==> src/rtl/tkh_pkg.sv <==
// Shared types and constants for the top-K min-heap selector.
package tkh_pkg;

	// Fill count and K are 7 bits wide (0..127)
	localparam int CNT_W = 7;

	// Input mode codes
	localparam logic MODE_PUSH = 1'b0;
	localparam logic MODE_DUMP = 1'b1;

	// Reset value of the K register
	localparam logic [CNT_W-1:0] K_RESET = 7'd10;

	// Request from the control FSM to the heap engine
	typedef struct packed {
		logic             heapify;    // sift every node from count/2 down to root
		logic             sift_root;  // place a new root value and sift it down
		logic [CNT_W-1:0] count;      // number of valid heap entries
	} tkh_req_t;

endpackage

==> src/rtl/tkh_ram.sv <==
// Generic simple dual-port RAM with registered read data.
module tkh_ram #(
	parameter int WIDTH = 32,
	parameter int DEPTH = 16
) (
	input  logic                                  clk,
	input  logic                                  we,
	input  logic [(DEPTH > 1 ? $clog2(DEPTH) : 1)-1:0] waddr,
	input  logic [WIDTH-1:0]                      wdata,
	input  logic                                  re,
	input  logic [(DEPTH > 1 ? $clog2(DEPTH) : 1)-1:0] raddr,
	output logic [WIDTH-1:0]                      rdata
);

	logic [WIDTH-1:0] mem_q [DEPTH];

	// Write port
	always_ff @(posedge clk) begin
		if (we) begin
			mem_q[waddr] <= wdata;
		end
	end

	// Registered read port, holds its data while re is low
	always_ff @(posedge clk) begin
		if (re) begin
			rdata <= mem_q[raddr];
		end
	end

endmodule

==> src/rtl/tkh_heap.sv <==
// Heap store and sift-down engine with one shared signed comparator.
module tkh_heap #(
	parameter int HEAP_SIZE  = 16,
	parameter int VALUE_BITS = 32
) (
	input  logic                                          clk,
	input  logic                                          arst_n,
	input  tkh_pkg::tkh_req_t                             req,
	input  logic [VALUE_BITS-1:0]                         root_val,
	input  logic                                          host_we,
	input  logic                                          host_re,
	input  logic [(HEAP_SIZE > 1 ? $clog2(HEAP_SIZE) : 1)-1:0] host_addr,
	input  logic [VALUE_BITS-1:0]                         host_wdata,
	output logic                                          busy,
	output logic [VALUE_BITS-1:0]                         rdata
);

	import tkh_pkg::*;

	localparam int AW = (HEAP_SIZE > 1) ? $clog2(HEAP_SIZE) : 1;
	localparam int IW = CNT_W + 1;

	// Engine states
	localparam logic [2:0] E_IDLE    = 3'd0;
	localparam logic [2:0] E_RD_NODE = 3'd1;
	localparam logic [2:0] E_GET     = 3'd2;
	localparam logic [2:0] E_CHK     = 3'd3;
	localparam logic [2:0] E_GETL    = 3'd4;
	localparam logic [2:0] E_SEL     = 3'd5;
	localparam logic [2:0] E_CMP     = 3'd6;
	localparam logic [2:0] E_PUT     = 3'd7;

	logic [2:0]            state_q;
	logic [CNT_W-1:0]      count_q;
	logic                  heapify_q;
	logic [AW-1:0]         i_q;
	logic [AW-1:0]         node_q;
	logic [AW-1:0]         c_q;
	logic [VALUE_BITS-1:0] cur_q;
	logic [VALUE_BITS-1:0] cv_q;

	logic [IW-1:0]         left_w;
	logic [IW-1:0]         right_w;
	logic [IW-1:0]         cnt_w;
	logic                  has_left;
	logic                  has_right;

	logic [VALUE_BITS-1:0] cmp_a;
	logic [VALUE_BITS-1:0] cmp_b;
	logic                  cmp_lt;

	logic                  e_we;
	logic                  e_re;
	logic [AW-1:0]         e_waddr;
	logic [AW-1:0]         e_raddr;
	logic [VALUE_BITS-1:0] e_wdata;

	logic                  ram_we;
	logic                  ram_re;
	logic [AW-1:0]         ram_waddr;
	logic [AW-1:0]         ram_raddr;
	logic [VALUE_BITS-1:0] ram_wdata;

	assign busy = (state_q != E_IDLE);

	// Child indices of the current node
	assign left_w    = (IW'(node_q) << 1) + IW'(1);
	assign right_w   = left_w + IW'(1);
	assign cnt_w     = IW'(count_q);
	assign has_left  = (left_w < cnt_w);
	assign has_right = (right_w < cnt_w);

	// Shared comparator: right vs left child in E_SEL, chosen child vs sifted value otherwise
	assign cmp_a  = (state_q == E_SEL) ? rdata : cv_q;
	assign cmp_b  = (state_q == E_SEL) ? cv_q : cur_q;
	assign cmp_lt = ($signed(cmp_a) < $signed(cmp_b));

	// Engine memory accesses
	always_comb begin
		e_we    = 1'b0;
		e_re    = 1'b0;
		e_waddr = node_q;
		e_raddr = node_q;
		e_wdata = cur_q;
		case (state_q)
			E_RD_NODE: begin
				e_re = 1'b1;
			end
			E_CHK: begin
				e_re    = has_left;
				e_raddr = left_w[AW-1:0];
			end
			E_GETL: begin
				e_re    = has_right;
				e_raddr = right_w[AW-1:0];
			end
			E_CMP: begin
				e_we    = cmp_lt;
				e_wdata = cv_q;
			end
			E_PUT: begin
				e_we = 1'b1;
			end
			default: begin
			end
		endcase
	end

	// Host owns the memory port while the engine is idle
	assign ram_we    = busy ? e_we    : host_we;
	assign ram_re    = busy ? e_re    : host_re;
	assign ram_waddr = busy ? e_waddr : host_addr;
	assign ram_raddr = busy ? e_raddr : host_addr;
	assign ram_wdata = busy ? e_wdata : host_wdata;

	tkh_ram #(
		.WIDTH (VALUE_BITS),
		.DEPTH (HEAP_SIZE)
	) u_ram (
		.clk   (clk),
		.we    (ram_we),
		.waddr (ram_waddr),
		.wdata (ram_wdata),
		.re    (ram_re),
		.raddr (ram_raddr),
		.rdata (rdata)
	);

	// Sift-down sequencer
	always_ff @(posedge clk or negedge arst_n) begin
		if (!arst_n) begin
			state_q <= E_IDLE;
		end else begin
			case (state_q)
				E_IDLE: begin
					if (req.heapify) begin
						count_q   <= req.count;
						heapify_q <= 1'b1;
						i_q       <= AW'(req.count >> 1);
						node_q    <= AW'(req.count >> 1);
						state_q   <= E_RD_NODE;
					end else if (req.sift_root) begin
						count_q   <= req.count;
						heapify_q <= 1'b0;
						node_q    <= '0;
						cur_q     <= root_val;
						state_q   <= E_CHK;
					end
				end
				E_RD_NODE: begin
					state_q <= E_GET;
				end
				E_GET: begin
					cur_q   <= rdata;
					state_q <= E_CHK;
				end
				E_CHK: begin
					state_q <= has_left ? E_GETL : E_PUT;
				end
				E_GETL: begin
					cv_q    <= rdata;
					c_q     <= left_w[AW-1:0];
					state_q <= has_right ? E_SEL : E_CMP;
				end
				E_SEL: begin
					if (cmp_lt) begin
						cv_q <= rdata;
						c_q  <= right_w[AW-1:0];
					end
					state_q <= E_CMP;
				end
				E_CMP: begin
					// smaller child moves up, sifted value continues down
					if (cmp_lt) begin
						node_q  <= c_q;
						state_q <= E_CHK;
					end else begin
						state_q <= E_PUT;
					end
				end
				E_PUT: begin
					if (heapify_q && (i_q != '0)) begin
						i_q     <= i_q - AW'(1);
						node_q  <= i_q - AW'(1);
						state_q <= E_RD_NODE;
					end else begin
						state_q <= E_IDLE;
					end
				end
				default: begin
					state_q <= E_IDLE;
				end
			endcase
		end
	end

endmodule

==> src/rtl/top_k_min_heap_select.sv <==
// Top level of the top-K selector: control sequencer, config register, output register.
//
// Keeps the K largest signed values of a stream in a min-heap of HEAP_SIZE entries.
// Input channel (in_valid/in_stall): mode 0 pushes value, mode 1 dumps the store.
// Output channel (out_valid/out_stall): one result per push; one result per stored
// entry on a dump (array order), last marks the final one; an empty dump gives a
// single result with dump_valid low.
// K is written through cfg_wr_en/cfg_wr_data; the user must write it only while the
// block is idle, as the block itself does not enforce this. Values of 0 act as 1 and
// values above HEAP_SIZE act as HEAP_SIZE. One transaction is worked on at a time;
// in_stall stays high until its results are all loaded into the output register.
// Heapifying, done when the store fills or before a push to a full store or a dump
// of a non-empty store not yet in heap order, sifts each node from count/2 down to
// the root. The work is serialised by the single read port of the heap memory and
// the one comparator of the sift engine.
// A stalled receiver holds the output register; the sequencer waits for it.
// Reset clears the fill count and the heap order flag and sets K to 10. The heap
// memory is not cleared; only entries below the fill count are ever read.
module top_k_min_heap_select #(
	parameter int HEAP_SIZE  = 16,
	parameter int VALUE_BITS = 32
) (
	input  logic                      clk,
	input  logic                      arst_n,
	input  logic                      cfg_wr_en,
	input  logic [tkh_pkg::CNT_W-1:0] cfg_wr_data,
	input  logic                      in_valid,
	output logic                      in_stall,
	input  logic                      mode,
	input  logic signed [31:0]        value,
	output logic                      out_valid,
	input  logic                      out_stall,
	output logic                      kept,
	output logic                      dropped_valid,
	output logic signed [31:0]        dropped_value,
	output logic signed [31:0]        heap_min,
	output logic [tkh_pkg::CNT_W-1:0] fill_count,
	output logic                      dump_valid,
	output logic signed [31:0]        dump_value,
	output logic                      last
);

	import tkh_pkg::*;

	localparam int AW = (HEAP_SIZE > 1) ? $clog2(HEAP_SIZE) : 1;

	// Control states
	localparam logic [3:0] T_IDLE     = 4'd0;
	localparam logic [3:0] T_FILL     = 4'd1;
	localparam logic [3:0] T_ORDER    = 4'd2;
	localparam logic [3:0] T_RD_ROOT  = 4'd3;
	localparam logic [3:0] T_ROOT     = 4'd4;
	localparam logic [3:0] T_RD_MIN   = 4'd5;
	localparam logic [3:0] T_MIN      = 4'd6;
	localparam logic [3:0] T_EMIT     = 4'd7;
	localparam logic [3:0] T_DUMP_RD  = 4'd8;
	localparam logic [3:0] T_DUMP_OUT = 4'd9;

	logic [3:0]            state_q;
	logic [CNT_W-1:0]      k_active_q;
	logic [CNT_W-1:0]      count_q;
	logic                  ordered_q;
	logic                  mode_q;
	logic                  after_root_q;
	logic [VALUE_BITS-1:0] v_q;
	logic [AW-1:0]         idx_q;
	logic                  res_kept_q;
	logic                  res_dv_q;
	logic [31:0]           res_dval_q;
	logic [31:0]           min_q;

	logic                  out_valid_q;
	logic                  out_kept_q;
	logic                  out_dv_q;
	logic [31:0]           out_dval_q;
	logic [31:0]           out_min_q;
	logic [CNT_W-1:0]      out_fill_q;
	logic                  out_dump_valid_q;
	logic [31:0]           out_dump_value_q;
	logic                  out_last_q;

	logic [CNT_W-1:0]      k_eff;
	logic                  in_acc;
	logic                  full;
	logic                  fill_done;
	logic                  out_free;
	logic                  root_lt;
	logic                  dump_last;
	logic [63:0]           in64;
	logic [VALUE_BITS-1:0] v_word;
	logic [63:0]           rd64;
	logic [63:0]           v64;
	logic [31:0]           rd32;
	logic [31:0]           v32;

	tkh_req_t              req;
	logic                  host_we;
	logic                  host_re;
	logic [AW-1:0]         host_addr;
	logic                  eng_busy;
	logic [VALUE_BITS-1:0] eng_rdata;

	// Effective K, clamped to 1..HEAP_SIZE
	always_comb begin
		if (k_active_q == '0) begin
			k_eff = CNT_W'(1);
		end else if (k_active_q > CNT_W'(HEAP_SIZE)) begin
			k_eff = CNT_W'(HEAP_SIZE);
		end else begin
			k_eff = k_active_q;
		end
	end

	// Value width conversion in and out of the heap word
	assign in64   = {32'd0, value};
	assign v_word = in64[VALUE_BITS-1:0];
	assign rd64   = 64'(eng_rdata);
	assign v64    = 64'(v_q);
	assign rd32   = rd64[31:0];
	assign v32    = v64[31:0];

	assign in_stall  = (state_q != T_IDLE);
	assign in_acc    = in_valid && !in_stall;
	assign full      = (count_q >= k_eff);
	assign fill_done = ((count_q + CNT_W'(1)) >= k_eff);
	assign out_free  = !out_valid_q || !out_stall;
	assign root_lt   = ($signed(eng_rdata) < $signed(v_q));
	assign dump_last = ((CNT_W'(idx_q) + CNT_W'(1)) == count_q);

	// Engine requests and host memory accesses
	always_comb begin
		req       = '0;
		host_we   = 1'b0;
		host_re   = 1'b0;
		host_addr = '0;
		case (state_q)
			T_IDLE: begin
				if (in_acc && !ordered_q &&
				    (((mode == MODE_PUSH) && full) ||
				     ((mode == MODE_DUMP) && (count_q != '0)))) begin
					req.heapify = 1'b1;
					req.count   = count_q;
				end
			end
			T_FILL: begin
				host_we   = 1'b1;
				host_addr = AW'(count_q);
				if (fill_done) begin
					req.heapify = 1'b1;
					req.count   = count_q + CNT_W'(1);
				end
			end
			T_RD_ROOT, T_RD_MIN: begin
				host_re = 1'b1;
			end
			T_ROOT: begin
				if (root_lt) begin
					req.sift_root = 1'b1;
					req.count     = count_q;
				end
			end
			T_DUMP_RD: begin
				host_re   = 1'b1;
				host_addr = idx_q;
			end
			default: begin
			end
		endcase
	end

	tkh_heap #(
		.HEAP_SIZE  (HEAP_SIZE),
		.VALUE_BITS (VALUE_BITS)
	) u_heap (
		.clk        (clk),
		.arst_n     (arst_n),
		.req        (req),
		.root_val   (v_q),
		.host_we    (host_we),
		.host_re    (host_re),
		.host_addr  (host_addr),
		.host_wdata (v_q),
		.busy       (eng_busy),
		.rdata      (eng_rdata)
	);

	// Control sequencer and configuration register
	always_ff @(posedge clk or negedge arst_n) begin
		if (!arst_n) begin
			state_q    <= T_IDLE;
			k_active_q <= K_RESET;
			count_q    <= '0;
			ordered_q  <= 1'b0;
		end else begin
			if (cfg_wr_en) begin
				k_active_q <= cfg_wr_data;
			end
			case (state_q)
				T_IDLE: begin
					if (in_acc) begin
						mode_q       <= mode;
						v_q          <= v_word;
						res_kept_q   <= 1'b0;
						res_dv_q     <= 1'b0;
						res_dval_q   <= '0;
						after_root_q <= (mode == MODE_PUSH) && full;
						if (mode == MODE_PUSH) begin
							if (!full) begin
								state_q <= T_FILL;
							end else if (!ordered_q) begin
								ordered_q <= 1'b1;
								state_q   <= T_ORDER;
							end else begin
								state_q <= T_RD_ROOT;
							end
						end else begin
							if (count_q == '0) begin
								min_q   <= '0;
								state_q <= T_EMIT;
							end else if (!ordered_q) begin
								ordered_q <= 1'b1;
								state_q   <= T_ORDER;
							end else begin
								state_q <= T_RD_MIN;
							end
						end
					end
				end
				T_FILL: begin
					count_q    <= count_q + CNT_W'(1);
					res_kept_q <= 1'b1;
					if (fill_done) begin
						ordered_q <= 1'b1;
						state_q   <= T_ORDER;
					end else begin
						ordered_q <= 1'b0;
						state_q   <= T_RD_MIN;
					end
				end
				T_ORDER: begin
					if (!eng_busy) begin
						state_q <= after_root_q ? T_RD_ROOT : T_RD_MIN;
					end
				end
				T_RD_ROOT: begin
					state_q <= T_ROOT;
				end
				T_ROOT: begin
					// replace the root only when the new value is strictly larger
					res_dv_q <= 1'b1;
					if (root_lt) begin
						res_kept_q   <= 1'b1;
						res_dval_q   <= rd32;
						after_root_q <= 1'b0;
						state_q      <= T_ORDER;
					end else begin
						res_dval_q <= v32;
						state_q    <= T_RD_MIN;
					end
				end
				T_RD_MIN: begin
					state_q <= T_MIN;
				end
				T_MIN: begin
					min_q <= rd32;
					if (mode_q == MODE_PUSH) begin
						state_q <= T_EMIT;
					end else begin
						idx_q   <= '0;
						state_q <= T_DUMP_RD;
					end
				end
				T_EMIT: begin
					if (out_free) begin
						state_q <= T_IDLE;
					end
				end
				T_DUMP_RD: begin
					state_q <= T_DUMP_OUT;
				end
				T_DUMP_OUT: begin
					if (out_free) begin
						if (dump_last) begin
							state_q <= T_IDLE;
						end else begin
							idx_q   <= idx_q + AW'(1);
							state_q <= T_DUMP_RD;
						end
					end
				end
				default: begin
					state_q <= T_IDLE;
				end
			endcase
		end
	end

	// Output register valid
	always_ff @(posedge clk or negedge arst_n) begin
		if (!arst_n) begin
			out_valid_q <= 1'b0;
		end else if (out_free &&
		             ((state_q == T_EMIT) || (state_q == T_DUMP_OUT))) begin
			out_valid_q <= 1'b1;
		end else if (!out_stall) begin
			out_valid_q <= 1'b0;
		end
	end

	// Output register payload
	always_ff @(posedge clk) begin
		if (out_free && (state_q == T_EMIT)) begin
			out_kept_q       <= res_kept_q;
			out_dv_q         <= res_dv_q;
			out_dval_q       <= res_dval_q;
			out_min_q        <= min_q;
			out_fill_q       <= count_q;
			out_dump_valid_q <= 1'b0;
			out_dump_value_q <= '0;
			out_last_q       <= 1'b1;
		end else if (out_free && (state_q == T_DUMP_OUT)) begin
			out_kept_q       <= 1'b0;
			out_dv_q         <= 1'b0;
			out_dval_q       <= '0;
			out_min_q        <= min_q;
			out_fill_q       <= count_q;
			out_dump_valid_q <= 1'b1;
			out_dump_value_q <= rd32;
			out_last_q       <= dump_last;
		end
	end

	assign out_valid     = out_valid_q;
	assign kept          = out_kept_q;
	assign dropped_valid = out_dv_q;
	assign dropped_value = out_dval_q;
	assign heap_min      = out_min_q;
	assign fill_count    = out_fill_q;
	assign dump_valid    = out_dump_valid_q;
	assign dump_value    = out_dump_value_q;
	assign last          = out_last_q;

	// Fill count never passes the store depth
	a_count_bound: assert property (@(posedge clk) disable iff (!arst_n)
		count_q <= CNT_W'(HEAP_SIZE))
		else $error("fill count exceeds heap depth");

	// Sift engine only runs while a transaction is in progress
	a_engine_idle: assert property (@(posedge clk) disable iff (!arst_n)
		(state_q == T_IDLE) |-> !eng_busy)
		else $error("heap engine busy while controller idle");

	// Root compare only happens on an ordered, non-empty heap while the engine is idle
	a_root_ordered: assert property (@(posedge clk) disable iff (!arst_n)
		(state_q == T_ROOT) |-> (ordered_q && !eng_busy && (count_q != '0)))
		else $error("root compared before heap ordered");

	// A dump read never goes past the fill count
	a_dump_index: assert property (@(posedge clk) disable iff (!arst_n)
		(state_q == T_DUMP_RD) |-> (CNT_W'(idx_q) < count_q))
		else $error("dump index beyond fill count");

endmodule

==> config.mk <==
export PLATFORM = sky130hd
export DESIGN_NAME = top_k_min_heap_select
export DESIGN_NICKNAME = d
export VERILOG_FILES = /design/src/rtl/tkh_pkg.sv /design/src/rtl/tkh_ram.sv /design/src/rtl/tkh_heap.sv /design/src/rtl/top_k_min_heap_select.sv
export SDC_FILE = /design/constraint.sdc
export NUM_CORES = 1
export LEC_CHECK = 0
export BUFFER_PORTS_ARGS = -buffer_cell sky130_fd_sc_hd__buf_2
export CELL_PAD_IN_SITES_DETAIL_PLACEMENT = 0
export CELL_PAD_IN_SITES_GLOBAL_PLACEMENT = 1
export CORE_ASPECT_RATIO = 1.25
export CORE_MARGIN = 2
export CORE_UTILIZATION = 55
export CTS_BUF_LIST = sky130_fd_sc_hd__clkbuf_8
export DETAILED_ROUTE_END_ITERATION = 12
export PLACE_DENSITY = 0.85
export SKIP_LAST_GASP = 1
export SLEW_MARGIN = 40
export SYNTH_ARGS = -nofsm -noshare
export SYNTH_HDL_FRONTEND = slang
export SYNTH_SLANG_ARGS = --single-unit
==> constraint.sdc <==
create_clock -name clk -period 10.2 [get_ports clk]
set_clock_uncertainty 0.15 [all_clocks]
set_input_delay 2.55 -clock clk [delete_from_list [all_inputs] [get_ports clk]]
set_output_delay 2.55 -clock clk [all_outputs]
set_load 0.02 [all_outputs]
==> metrics.cfg, run 1 <==
[run_status]
status=finished, final reports clean

[critical_path]
r2r_end=u_heap.u_ram.mem_q[5][3]
cp_max_fo=65
r2r_start=u_heap.state_q[2]
path_common_cell=inv_2
rrSetupSlack_ns=4.67
cp.arrival_ns=5.84
crit_path_start_kind=flop
crit_required_ns=10.51
cp_slowest_cell=dfrtp_1
crit_path_end_kind=flop
endpoint=u_heap.u_ram.mem_q[5][3]
cpPeakStageDelay_ns=0.65
critPathLaunch=u_heap.state_q[2]
crit_chain=inv_2, nor2_2, and2_2, buf_6, inv_2, mux2i_1, ha_1, nand3_1, nor4_1, nand2_1, o211ai_1, a211o_1, o211ai_4, buf_4, a21oi_4, buf_8
worst_r2r_path_depth=16
crit_type=flop to flop

[clock_network]
cts_resized=0
clk_latency_ns=0.79
cts_tree=yes
clkTransAtPathRegs_ns=0.06
cts_buffers=134
cts.sinks=862
cts_root_buffer=clkbuf_8
htree_num_levels=4
hold_buffers=0
clk_path_buf_depth=3
cts_setup_buffers=0

[min_path]
hold_start=min_q[27]
hold_path.class=flop to flop

[timing]
worst_slew_pin_slew_ns=0.897
fmax_mhz=181
rsz0062_at_grt=no
slew_headroom_pct=40.0
post-route-period-util_pct=54.2
drv_slew=0
fin_setup_tns_ns=0
finalCriticalPeriod_ns=5.53
fin_ws_ns=4.67
setup_violations=0
hold_viol_final=0

[run]
drv_cap=0

[synthesis]
synth_area_leaders=edfxtp_1, mux2i_1, ha_1
ys_seq_area_share_pct=67.5
synthArstFlopShare_pct=2.67
synth_area_mm2=0.0377
yosysTopAreaCell=edfxtp_1
ys_ff_latch=862
synth_flop_cell=edfxtp_1
synth_top_area_share_pct=64.2
synthCells=2510
synth_edf_count=805
synth.avg_cell_area_um2=15.0
yosys.cell_types.count=75
ys_warn_count=0

[routing]
post-route-drc-count=0
dr.pass1.iters=8
drt_iter0_markers=1532
via_count=21541
routedWlPerCell_um=21.6
postRouteAntennaNets=0
vias_per_cell=5.77
wl_um=80500

[power_and_ir_drop]
p_total_mw=13.6
seqPwrFrac_pct=39.1
internal_power_mw=8.42
p_per_area_mw_per_mm2=319
peakVddDrop_uv=334
p_clk_share_pct=19.9
power_switching_mw=5.20
p_leak_nw=16.6
p_comb_share_pct=41.0
p_sw_share_pct=38.2

[global_routing]
grt_usage_pct=23.1
overflow=0
grt_pass1_wl_um=124000
antenna_found_initial=1
grt_pass1_vias=21582
grt_max_degree=110

[placed_design]
hpwl_um=54400
placedCellCount=3490
preCtsSetupSlack_ns=4.50
place.gp.congestion=0.892
port_buffers=153

[layout]
syn2layout_area_growth_pct=13.2
finalNonFillerCells=3731
nets=2893
layout_common_cells=edfxtp_1, mux2i_1, nand2_1
drive_gt1_share_pct=17.1
final_common_cell=edfxtp_1

[die]
die_width_um=238
start_util_pct=55.4
dieArea_mm2=0.0706
io_pins=154
die_h_um=297
num_rows=107
core_area_mm2=0.0680

## through the flow
| stage | hold WS (ns) | instance area, µm² | util, % |
|---|---|---|---|
| 6_report | 0.265 | 42700 | 62.7 |
| 5_1_grt | 0.270 | 42700 | 62.7 |
| 4_1_cts | 0.264 | 42600 | 62.6 |
| 3_5_place_dp | 0.255 | 40100 | 58.9 |
| 3_3_place_gp | 0.253 | 39600 | 58.2 |
| 2_1_floorplan | 0.250 | 37700 | - |
## Yosys cell counts (5+ instances only)
master and n:
xnor2_1 10, nor2_1 67, dfxtp_1 34, nand2b_1 6, a21boi_0 7, mux2i_1 543
ha_1 91, nand4_1 5, nor2b_1 9, xor2_1 12, buf_4 19, o21ai_0 92
inv_1 53, a22o_1 67, buf_6 13, buf_1 5, o211ai_1 9, clkbuf_1 64
or2_2 6, edfxtp_1 805, a21o_1 10, o21a_1 11, and2_1 38, a31oi_1 5
a21oi_1 61, buf_2 29, and3_1 36, o31ai_1 6, nand2_1 237, nor3_1 15
o21ai_1 11, mux2_2 13, nand3_1 17, dfrtp_1 21, nor4_1 5
## worst max-delay path, delay by kind of cell (launching register included)
family | cells | cell delay (ns)
buffers and inverters | 5 | 1.64
AOI/OAI and AO/OA | 4 | 1.12
and+or+nand+nor | 5 | 0.97
DFF | 1 | 0.65
adders and majority gates | 1 | 0.37
muxes | 1 | 0.21
## power groups by stage
stage	combinational [mW]	clock, mW	sequential (mW)
CTS	5.57	2.78	5.32
finish	5.58	2.71	5.32
global placement	5.32	0	5.38
floorplan	3.95	0	5.29
detailed placement	5.54	0	5.39
global route	6.03	2.94	5.37
## metal layers
metal	part of all wire (%)	GRT usage (%)	vias to the layer above
met1	45	32.5	10704
met4	1.8	7.03	0
met5	0	0	-
met2	47	36.9	673
li1	-	-	10054
met3	5.7	4.21	110
## worst min path at each step
stage	slack (ns)	to	cells after the start
floorplan	0.25	heap_min[0]	0
global placement	0.25	heap_min[20]	0
detailed placement	0.25	heap_min[16]	0
CTS	0.26	heap_min[26]	0
global route	0.27	heap_min[27]	0
finish	0.26	heap_min[27]	0
## layout make-up
type                    count  area [µm²]
inverters                  57         214
diodes                      1        2.50
flip-flops and latches    862       25400
well taps                 872        1090
multi-input cells        1462       11700
clock inverters            95         537
clock buffers             142        1950
fillers                  5022       25400
repair buffers            240        1760
## sequential cells by signal, indices dropped and copies added (netlist names), 7 cells and up
name,cells
u_heap.cur_q,32
v32,32
heap_min,32
count_q,7
fill_count,7
u_heap.u_ram.mem_q,512
u_heap.count_q,7
u_heap.u_ram.rdata,32
u_heap.cv_q,32
dump_value,32
dropped_value,32
res_dval_q,32
min_q,32
k_active_q,7
## kinds of logic (layout without fill, tap and decap cells)
family                   Yosys count  count (layout)  share of synthesized area, %
XOR/XNOR                          22              22                         0.511
AND/OR/NAND/NOR                  464             464                          5.80
multiplexers                     556             556                          14.8
AO/OA/AOI/OAI                    325             325                          5.90
buffers and inverters            189             534                          2.45
adder cells (fa/ha/maj)           91              91                          3.02
other                              1               5                       0.00995
flip-flops                       862             862                          67.5
No activity file was read; power rests on OpenSTA's default activity.
==> run 2, diff against run 1 <==
- ABC_AREA: unset -> 1
- CORE_UTILIZATION: 55 -> 53
- clock period: 10.2 -> 5.7 ns (I/O delays scaled with it)
==> run 2 against run 1 <==
Effect of this change: die area grew 1.4%; sequential share of layout area increased by 2.1 points; area after synthesis is 2.3% lower; worst hold slack got worse by 0.0047 ns; via count rose by 12%; combinational power grew 88%; register-to-register slack worse by 3.7 ns; synthesized cell count rose by 20%; clock power increased by 75%; clock-buffer cell count stayed put; utilization down 3.0 points; critical path type unchanged.
==> metrics.cfg, run 2 <==
[run_status]
status=finished, final reports clean

[power_and_ir_drop]
p_leak_nw=15.4  ; -7.0%
peakVddDrop_uv=532  ; +59%
p_total_mw=24.8  ; +82%
p_per_area_mw_per_mm2=601  ; +88%

[synthesis]
synth_area_mm2=0.0368  ; -2.3%
synth_compound_area_share_pct=12.2  ; +6.3 points
yosys.cell_types.count=54  ; -28%
synth_edf_count=805  ; unchanged
yosys.area_share.simple_pct=10.6  ; +4.8 points
synth_area_leaders=edfxtp_1, o21ai_0, nand2_1
yosysTopAreaCell=edfxtp_1
synth.avg_cell_area_um2=12.2  ; -19%
synth-adder-area-share_pct=3.09  ; +0.071 points
synthCells=3014  ; +20%
synth-xor-area-share_pct=0.286  ; -0.23 points
ys_ff_latch=862  ; unchanged
synth.mux.area_fraction_pct=0.153  ; -15 points
synth_top_family_by_area=compound AO/OA/AOI/OAI gates
synth_top_area_share_pct=65.7  ; +1.5 points
ys_warn_count=0  ; unchanged
ys_top_cells_by_count=edfxtp_1, o21ai_0, nand2_1
ys_seq_area_share_pct=69.1  ; +1.6 points
synth_most_common_cell=edfxtp_1
synthArstFlopShare_pct=2.67  ; unchanged
synth_flop_cell=edfxtp_1

[timing]
fin_setup_tns_ns=0  ; unchanged
fmax_mhz=212  ; +17%
finalCriticalPeriod_ns=4.73  ; -0.800 ns
worst_slew_pin_slew_ns=0.839  ; -0.0577 ns
drv_slew=0  ; unchanged
slew_headroom_pct=44.1  ; +4.0 points
hold_viol_final=0  ; unchanged
rsz0062_at_grt=no
post-route-period-util_pct=82.9  ; +29 points
setup_violations=0  ; unchanged

[clock_network]
cts_setup_buffers=0  ; unchanged
htree_num_levels=4  ; unchanged
cts.sinks=862  ; unchanged
cts_buffers=131  ; -2.2%
clk_latency_ns=0.80  ; about the same
cts_resized=0  ; unchanged
clkTransAtPathRegs_ns=0.06  ; about the same
hold_buffers=0  ; unchanged
clk_path_buf_depth=3  ; unchanged
cts_root_buffer=clkbuf_8
cts_tree=yes

[run]
drv_cap=0  ; unchanged

[layout]
nets=3354  ; +16%
regMostFlops=u_heap.u_ram.mem_q
layout_common_cells=edfxtp_1, o21ai_0, nand2_1
largest_reg_flops=512  ; unchanged
syn2layout_area_growth_pct=12.0
final_common_cell=edfxtp_1
fin_area_mm2=0.0412  ; -3.4%
drive_gt1_share_pct=13.8  ; -3.3 points
finalNonFillerCells=4255  ; +14%

[global_routing]
overflow=0  ; unchanged
grt_pass1_wl_um=131000  ; +6.1%
grt_max_degree=152  ; +38%
grt_usage_pct=24.0  ; +0.88 points
antenna_found_initial=2  ; +1
grt_pass1_vias=23729  ; +9.9%

[die]
die_h_um=299  ; +0.68%
die_width_um=240  ; +0.68%
core_area_mm2=0.0691  ; +1.5%
dieArea_mm2=0.0716  ; +1.4%
num_rows=108  ; +0.93%
io_pins=154  ; unchanged
start_util_pct=53.3  ; -2.1 points

[critical_path]
cp_max_fo=58  ; -11%
crit_path_end_kind=flop
cp.arrival_ns=5.01  ; -0.83 ns
crit_path_start_kind=flop
r2r_start=u_heap.state_q[1]
critPathLaunch=u_heap.state_q[1]
crit_required_ns=5.98  ; -4.53 ns
crit_type=flop to flop

[placed_design]
hpwl_um=54200  ; -0.29%
place_area_mm2=0.0388  ; -3.3%
port_buffers=153  ; unchanged
placedCellCount=4020  ; +15%
place.gp.congestion=0.909  ; +1.9%

[routing]
routedWlPerCell_um=20.0  ; -7.2%
via_count=24142  ; +12%
post-route-drc-count=0  ; unchanged
wl_um=85200  ; +5.9%
dr.pass1.iters=5  ; -3
postRouteAntennaNets=0  ; unchanged
vias_per_cell=5.67  ; -1.7%
drt_iter0_markers=2011  ; +31%

[min_path]
hold_path.class=flop to flop
hold_start=min_q[27]

==> run 2: area by class of cell <==
class                   count  area (µm²)
diodes                      1        2.50
well taps                 935        1170
fillers                  5345       27800
multi-input cells        1743        9790
flip-flops and latches    862       25400
repair buffers            230        1450
inverters                 250         947
clock inverters            92         475
clock buffers             142        1950
==> run 2: stage by stage <==
step	worst slack [ns]	util [%]	hold slack, ns
CTS	1.02	59.7	0.255
global placement	1.19	56.0	0.251
detailed placement	1.05	56.2	0.255
finish	0.974	59.7	0.260
floorplan	1.04	-	0.250
global route	0.579	59.7	0.274
==> run 2: power breakdown <==
part / internal, mW / total [mW] / switching, mW / leakage (nW)
combinational: 2.92 / 10.5 / 7.61 / 6.09
clock: 2.36 / 4.73 / 2.37 / 1.41
sequential: 9.07 / 9.49 / 0.422 / 7.94
==> run 2: per-layer routing <==
| layer | share of wire, % | wire length, µm | global-route usage, % | vias up |
|---|---|---|---|---|
| li1 | - | - | - | 11339 |
| met2 | 48 | 40600 | 38.7 | 954 |
| met3 | 7.2 | 6170 | 4.19 | 167 |
| met4 | 2.9 | 2470 | 9.29 | 2 |
| met1 | 42 | 35900 | 32.5 | 11680 |
| met5 | 0.014 | 12 | 0 | - |
==> run 2: kinds of logic after synthesis <==
family / count (synthesis)
other: 1
adders and majority gates: 91
and+or+nand+nor: 885
DFF: 862
buffers and inverters: 412
xor gates and xnor gates: 12
muxes: 5
AOI/OAI and AO/OA: 746
==> run 2: final timing paths <==
check                      slack (ns)  cells past startpoint                         to
hold / removal                   0.26                      0               heap_min[27]
max in group asynchronous        4.45                      1                 state_q[0]
hold reg to reg                  0.26                      0               heap_min[27]
setup reg to reg                 0.97                     17  u_heap.u_ram.mem_q[4][18]
min in group asynchronous        0.52                      1                 count_q[4]
setup / recovery                 0.97                     17  u_heap.u_ram.mem_q[4][18]
==> run 2: worst max-delay path, stage by stage (launching register included) <==
cell and delay [ns]:
dfrtp_1 0.47, inv_1 0.17, nand3_4 0.45, buf_12 0.39, inv_1 0.15, o21ai_0 0.10
ha_1 0.36, nand2_1 0.10, nor2_1 0.13, nand4_1 0.22, nor4_1 0.24, nand2_1 0.18
nand3_1 0.12, nand3_1 0.10, nand3_2 0.32, nand2_1 0.14, inv_1 0.10, buf_4 0.41
